$ cat config.mk
export PLATFORM = sky130hd
export DESIGN_NAME = truth_table_step_sequencer
export DESIGN_NICKNAME = d
export VERILOG_FILES = /design/src/rtl/ttss_pkg.sv /design/src/rtl/ttss_cell.sv /design/src/rtl/truth_table_step_sequencer.sv
export SDC_FILE = /design/constraint.sdc
export NUM_CORES = 2
export LEC_CHECK = 0
export BUFFER_PORTS_ARGS = -buffer_cell sky130_fd_sc_hd__buf_4
export CORE_ASPECT_RATIO = 1.75
export CORE_MARGIN = 2
export CORE_UTILIZATION = 65
export CTS_BUF_LIST = sky130_fd_sc_hd__clkbuf_16
export CTS_CLUSTER_SIZE = 20
export DETAILED_ROUTE_END_ITERATION = 10
export GPL_TIMING_DRIVEN = 0
export PLACE_DENSITY = 0.91
export SLEW_MARGIN = 10
export SYNTH_ARGS = -nofsm -noshare
export SYNTH_HDL_FRONTEND = slang
export SYNTH_SLANG_ARGS = --single-unit
$ cat constraint.sdc
create_clock -name clk -period 3.5 [get_ports clk]
set_input_delay 0.875 -clock clk [delete_from_list [all_inputs] [get_ports clk]]
set_output_delay 0.875 -clock clk [all_outputs]
set_load 0.01 [all_outputs]
$ cat src/rtl/ttss_pkg.sv
package ttss_pkg;

  // Fixed field widths of the request and result words
  localparam int IN_W   = 16;
  localparam int COIL_W = 8;
  localparam int OUT_W  = 16;

  // Default table depth and step count after reset
  localparam int MAX_RULES_DEF = 8;
  localparam int STEP_W        = 4;
  localparam logic [STEP_W-1:0] STEP_RESET = 4'd8;

  // Request kind carried on tuser
  localparam logic FUNC_SCAN  = 1'b0;
  localparam logic FUNC_WRITE = 1'b1;

  // One rule of the truth table
  typedef struct packed {
    logic              all_match;
    logic [IN_W-1:0]   in_pat;
    logic [IN_W-1:0]   in_mask;
    logic [COIL_W-1:0] coil_pat;
    logic [COIL_W-1:0] coil_mask;
    logic [COIL_W-1:0] coil_next;
    logic [OUT_W-1:0]  out_keep;
    logic [OUT_W-1:0]  out_set;
  } rule_t;

  // Rule contents after reset: everything masked, ONE mode, output untouched
  localparam rule_t RULE_RESET = '{
    all_match: 1'b0,
    in_pat:    '0,
    in_mask:   '1,
    coil_pat:  '0,
    coil_mask: '1,
    coil_next: '0,
    out_keep:  '1,
    out_set:   '0
  };

  // Scan state handed from cell to cell
  typedef struct packed {
    logic              valid;
    logic [IN_W-1:0]   word;
    logic [COIL_W-1:0] coil;
    logic [OUT_W-1:0]  out;
  } stage_t;

endpackage

$ cat src/rtl/ttss_cell.sv
module ttss_cell (
  input  logic             clk,
  input  logic             rst,
  input  logic             wr_en,
  input  ttss_pkg::rule_t  wr_rule,
  input  logic             enable,
  input  ttss_pkg::stage_t prev,
  output ttss_pkg::stage_t nxt
);

  ttss_pkg::rule_t rule;

  logic [ttss_pkg::IN_W-1:0]   in_m;
  logic [ttss_pkg::COIL_W-1:0] co_m;
  logic                        hit_all;
  logic                        hit_one;
  logic                        hit;
  logic [ttss_pkg::COIL_W-1:0] coil_next;
  logic [ttss_pkg::OUT_W-1:0]  out_next;

  logic                        st_valid;
  logic [ttss_pkg::IN_W-1:0]   st_word;
  logic [ttss_pkg::COIL_W-1:0] st_coil;
  logic [ttss_pkg::OUT_W-1:0]  st_out;

  // Hold this cell's rule, load it on a write request
  always_ff @(posedge clk) begin
    if (rst) begin
      rule <= ttss_pkg::RULE_RESET;
    end else if (wr_en) begin
      rule <= wr_rule;
    end
  end

  // Test the rule against the state left by the previous cell
  always_comb begin
    in_m    = prev.word & ~rule.in_mask;
    co_m    = prev.coil & ~rule.coil_mask;
    hit_all = (in_m == rule.in_pat) && (co_m == rule.coil_pat);
    hit_one = (|in_m) || (|co_m);
    hit     = enable && (rule.all_match ? hit_all : hit_one);
    coil_next = hit ? rule.coil_next : prev.coil;
    out_next  = hit ? ((prev.out & rule.out_keep) | rule.out_set) : prev.out;
  end

  // Advance the scan token
  always_ff @(posedge clk) begin
    if (rst) begin
      st_valid <= 1'b0;
    end else begin
      st_valid <= prev.valid;
    end
  end

  // Hand the updated state to the next cell
  always_ff @(posedge clk) begin
    st_word <= prev.word;
    st_coil <= coil_next;
    st_out  <= out_next;
  end

  assign nxt.valid = st_valid;
  assign nxt.word  = st_word;
  assign nxt.coil  = st_coil;
  assign nxt.out   = st_out;

endmodule

$ cat src/rtl/truth_table_step_sequencer.sv
// Channel  Dir  Handshake          Payload
// s        in   s_tvalid/s_tready  s_tuser: func; s_tdata: scan and rule fields
// m        out  m_tvalid/m_tready  m_tdata: output_word, coil_state
// cfg      in   cfg_we             cfg_data: step_count
//
// A scan with auto_run passes through a chain of MAX_RULES cells, one rule per
// cell and cycle. No new request is taken until the result has been loaded into
// the output register, for a rule write or a scan without auto_run as well.
// Reset (rst, synchronous) clears the coil and output words, loads every rule
// with its all-masked ONE-mode value and sets step_count to 8.
// One finished result waits in the output register while the next request is
// accepted; a stalled m side then holds the following result inside the block.
module truth_table_step_sequencer #(
  parameter int MAX_RULES = ttss_pkg::MAX_RULES_DEF
) (
  input  logic         clk,
  input  logic         rst,
  input  logic         s_tvalid,
  output logic         s_tready,
  // [15:0] scan_input, [16] auto_run, [19:17] rule_index, [20] rule_all_match,
  // [36:21] rule_input_pattern, [52:37] rule_input_mask,
  // [60:53] rule_coil_pattern, [68:61] rule_coil_mask, [76:69] rule_coil_next,
  // [92:77] rule_output_keep, [108:93] rule_output_set, [111:109] zero
  input  logic [111:0] s_tdata,
  // [0] func
  input  logic [0:0]   s_tuser,
  output logic         m_tvalid,
  input  logic         m_tready,
  // [15:0] output_word, [23:16] coil_state
  output logic [23:0]  m_tdata,
  input  logic         cfg_we,
  input  logic [3:0]   cfg_data
);

  logic [ttss_pkg::STEP_W-1:0] step_count;
  logic [ttss_pkg::COIL_W-1:0] coil_reg;
  logic [ttss_pkg::OUT_W-1:0]  out_reg;
  logic                        busy;
  logic                        pend;
  logic [23:0]                 obuf;

  logic                        s_accept;
  logic                        is_write;
  logic                        auto_run;
  logic [2:0]                  rule_index;
  logic [ttss_pkg::IN_W-1:0]   scan_input;
  ttss_pkg::rule_t             wr_rule;
  logic                        out_load;
  logic [MAX_RULES-1:0]        cell_en;
  logic [MAX_RULES-1:0]        cell_wr;
  logic [MAX_RULES-1:0]        cell_valid;
  ttss_pkg::stage_t            link [MAX_RULES+1];

  // Unpack the request
  assign scan_input         = s_tdata[15:0];
  assign auto_run           = s_tdata[16];
  assign rule_index         = s_tdata[19:17];
  assign wr_rule.all_match  = s_tdata[20];
  assign wr_rule.in_pat     = s_tdata[36:21];
  assign wr_rule.in_mask    = s_tdata[52:37];
  assign wr_rule.coil_pat   = s_tdata[60:53];
  assign wr_rule.coil_mask  = s_tdata[68:61];
  assign wr_rule.coil_next  = s_tdata[76:69];
  assign wr_rule.out_keep   = s_tdata[92:77];
  assign wr_rule.out_set    = s_tdata[108:93];
  assign is_write           = (s_tuser[0] == ttss_pkg::FUNC_WRITE);

  assign s_tready = !busy && !pend;
  assign s_accept = s_tvalid && s_tready;
  assign out_load = pend && (!m_tvalid || m_tready);

  // Hold the step count register
  always_ff @(posedge clk) begin
    if (rst) begin
      step_count <= ttss_pkg::STEP_RESET;
    end else if (cfg_we) begin
      step_count <= cfg_data;
    end
  end

  // Feed a running scan into the head of the chain
  assign link[0].valid = s_accept && !is_write && auto_run;
  assign link[0].word  = scan_input;
  assign link[0].coil  = coil_reg;
  assign link[0].out   = out_reg;

  // Build the chain of rule cells
  for (genvar g = 0; g < MAX_RULES; g++) begin : g_cell
    assign cell_en[g]    = int'(step_count) > g;
    assign cell_wr[g]    = s_accept && is_write && (int'(rule_index) == g);
    assign cell_valid[g] = link[g+1].valid;
    ttss_cell u_cell (
      .clk     (clk),
      .rst     (rst),
      .wr_en   (cell_wr[g]),
      .wr_rule (wr_rule),
      .enable  (cell_en[g]),
      .prev    (link[g]),
      .nxt     (link[g+1])
    );
  end

  // Track the scan in flight and the result owed to the output
  always_ff @(posedge clk) begin
    if (rst) begin
      busy     <= 1'b0;
      pend     <= 1'b0;
      coil_reg <= '0;
      out_reg  <= '0;
    end else begin
      if (s_accept) begin
        if (link[0].valid) begin
          busy <= 1'b1;
        end else begin
          pend <= 1'b1;
        end
      end else if (link[MAX_RULES].valid) begin
        busy     <= 1'b0;
        pend     <= 1'b1;
        coil_reg <= link[MAX_RULES].coil;
        out_reg  <= link[MAX_RULES].out;
      end else if (out_load) begin
        pend <= 1'b0;
      end
    end
  end

  // Hold the result until the m side takes it
  always_ff @(posedge clk) begin
    if (rst) begin
      m_tvalid <= 1'b0;
    end else if (out_load) begin
      m_tvalid <= 1'b1;
    end else if (m_tready) begin
      m_tvalid <= 1'b0;
    end
  end

  always_ff @(posedge clk) begin
    if (out_load) begin
      obuf <= {coil_reg, out_reg};
    end
  end

  assign m_tdata = obuf;

  a_busy_pend: assert property (@(posedge clk) disable iff (rst) !(busy && pend))
    else $error("scan in flight while a result is owed");
  a_exit_busy: assert property (@(posedge clk) disable iff (rst)
    link[MAX_RULES].valid |-> busy)
    else $error("chain output without a scan in flight");
  a_one_token: assert property (@(posedge clk) disable iff (rst) $onehot0(cell_valid))
    else $error("more than one scan in the chain");
  a_quick_pend: assert property (@(posedge clk) disable iff (rst)
    (s_accept && !link[0].valid) |=> pend)
    else $error("write or idle scan left no result");
  a_run_busy: assert property (@(posedge clk) disable iff (rst)
    link[0].valid |=> busy)
    else $error("running scan not marked busy");

endmodule

==> summary.md <==
| Metric | Value |
|---|---|
| Internal | 19.1 mW |
| Combinational share of power | 6.4% |
| CTS root buf | clkbuf_16 |
| Placer Congestion | 1.01 |
| Slew HR | 1.62% |
| Fin worst setup slack | -31.2 ps |
| TritonCTS Buffers | 90 |
| Crit end category | flip-flop |
| Period minus WS final | 3530 ps |
| DRT Wirelength | 149 mm |
| Failing checks | capacitance limit, setup timing |
| Synth top area cells | dfxtp_1 52%, nand2_1 14%, nand3b_1 6.0% |
| Largest net degree at the start of global routing | 23 |
| Synth Area per Inst | 8.89 µm² |
| Total GRT Usage | 44.6% |
| Core area | 62,200 µm² |
| Crit start category | flip-flop |
| Worst slack, placed | -188 ps |
| TritonCTS clock tree | yes |
| CP max FO | 10 |
| Regs by FF count | g_cell.u_cell.rule (712), g_cell.u_cell.st_out (128), g_cell.u_cell.st_word (112) |
| Final clock skew | 40.5 ps |
| Die Area | 65,100 µm² |
| DRT iter0 DRCs | 4,232 |
| Power, Total | 25.4 mW |
| Setup TNS | -188 ps |
| Hold Path Depth | 1 |
| Most used DFF post-synth | dfxtp_1 |
| Synth Register Bits | 1,079 |
| Seq/Total Area, Yosys | 53.3% |
| Max IR drop VDD | 0.000635 V |
| DP Wirelength | 106 mm |
| Top reg by flops | g_cell.u_cell.rule |
| CP Class | reg -> reg |
| WL per Instance | 26.5 µm |
| Sequential Power Share | 50.2% |
| Routed Antenna Nets | 0 |
| Vias in the first global route | 34,900 |
| Post-synth top area cell | dfxtp_1 |
| Vias | 36,000 |
| H-tree depth | 3 |
| Total nets after synthesis | 4,731 |
| Yosys Warn Count | 0 |
| GR Overflow Total | 0 |
| Tightest Pin Transition | 1470 ps |
| Initial antenna violation count | 8 |
| Area grow syn2layout | 11.3% |
| Ys async rst share | 0% |
| Clock Latency Late Sink | 720 ps |
| Final hold vios | 0 |
| Vias per Instance | 6.38 |
| Switching share of power | 24.7% |
| # port buffers | 53 |
| Most frequent cells in the layout | 1,475 x nand2_1, 1,055 x dfxtp_1, 426 x a21oi_1 |
| Number of setup buffers added after CTS | 0 |
| Synthesized area | 41,000 µm² |
| CTS Hold Bufs | 0 |
| Setup violators final | 10 |
| Final Util | 73.3% |
| Most common cell after layout, fill and taps aside | nand2_1 |
| Effective utilization at floorplan | 65.8% |
| R2R cell count | 8 |
| Cell Pwr Density | 556 nW/µm² |
| Cells after Synth | 4,609 |
| Leakage | 17.4 nW |
| Status | finished, violations left |
| Post_cts resized | 0 |
| Clock share of power | 43.3% |
| Max Cap Violations | 1 |
| Synth top area share | 51.6% |
| Clk sinks | 1,079 |
| Share of layout cells above drive strength 1 | 8.16% |
| Fmax | 283 MHz |
| Hold crit path type | in -> reg |
| RSZ-0062 raised after global routing | false |
| Ratio of final minimum period to clock period | 101% |
| Max-slew violations | 0 |
| DIE HEIGHT | 336 µm |
| Arrival @ worst endpoint | 4180 ps |
| EDFF count, synth | 24 |
| Die W | 194 µm |
| Clock buffer depth | 3 |
| Yosys cell types | 42 |
| P_sw | 6.26 mW |
| DRC viols | 0 |
| Row count | 121 |
| First-pass GRT wire length | 213 mm |
| Boundary Pins | 148 |
| Max FFs per register | 712 |
| Nets | 4,877 |
| Clk slew on worst S/H paths | 70 ps |
| CP required | 4150 ps |
| DRT Pass-1 Iters | 6 |
## worst paths after layout
path,from,to,slack (ps)
max reg2reg,pend,g_cell[0].u_cell.rule[29],-30
min reg2reg,g_cell[0].u_cell.st_word[13],g_cell[1].u_cell.st_word[13],350
min,s_tdata[13],g_cell[0].u_cell.st_word[13],260
max,pend,g_cell[0].u_cell.rule[29],-30
## synth_stat cells, types with 3 or more instances
cell type	n
inv_1	8
nor2_1	25
mux2_2	56
and3_1	4
dfxtp_1	1055
nor2b_1	202
o22ai_1	5
nand4_1	57
clkbuf_1	242
o22a_1	5
nor4_1	48
o211a_1	8
mux2i_1	3
a21oi_1	426
nor3_1	6
xnor2_1	191
or3_1	3
mux2_4	4
nor3b_1	4
buf_1	6
o21a_1	131
buf_4	74
buf_2	53
nand2_1	1475
buf_6	3
mux2_1	4
edfxtp_1	24
nand2b_1	3
nand3_1	9
nand3b_1	325
o21ai_0	9
a221o_1	128
## power by group through the flow
stage / clock (mW) / sequential (mW) / combinational (mW)
detailed placement: 0 / 13.0 / 1.52
finish: 11.0 / 12.7 / 1.63
CTS: 10.9 / 12.7 / 1.53
floorplan: 0 / 12.9 / 0.910
global placement: 0 / 13.0 / 1.49
global route: 11.4 / 12.7 / 1.66
## layer usage
layer	wire length (µm)	track usage [%]	up-vias
li1	-	-	15600
met1	47400	47.1	16800
met2	64600	68.2	2595
met3	17300	12.8	991
met4	19800	49.1	12
met5	74	0.222	-
## stage by stage
stage	instances	hold slack [ps]	instance area, µm²
floorplan	4609	324	41000
global placement	5461	329	42400
detailed placement	5462	332	42400
CTS	5627	276	45600
global route	5627	265	45600
finish	5636	262	45600
## cell families (layout without fill, tap and decap cells)
group,count (synthesis),after routing,synth area share [%]
and+or+nand+nor,2167,2167,24.9
DFF,1079,1079,53.3
AOI/OAI and AO/OA,718,718,11.4
buffers and inverters,386,605,4.43
xor gates and xnor gates,192,192,4.10
muxes,67,67,1.87
other,0,9,0
## critical path, cell delays in order, from the launching register on
cell	delay, ps
dfxtp_1	360
nor3b_2	480
nand2_1	220
or2_1	320
nor3_2	1110
buf_2	470
buf_2	300
nand2_1	90
nand3b_1	100
## final cells by class
| type | count | area [µm²] |
|---|---|---|
| Antenna cell | 9 | 22.5 |
| Buffer | 378 | 1790 |
| Clock buffer | 92 | 2300 |
| Clock inverter | 73 | 875 |
| Fill cell | 4412 | 16600 |
| Inverter | 8 | 30.0 |
| Multi-Input combinational cell | 3144 | 17300 |
| Sequential cell | 1079 | 21800 |
| Tap cell | 799 | 1000 |
| Timing Repair Buffer | 54 | 418 |
Note: power is estimated with default switching activity, not from simulation.
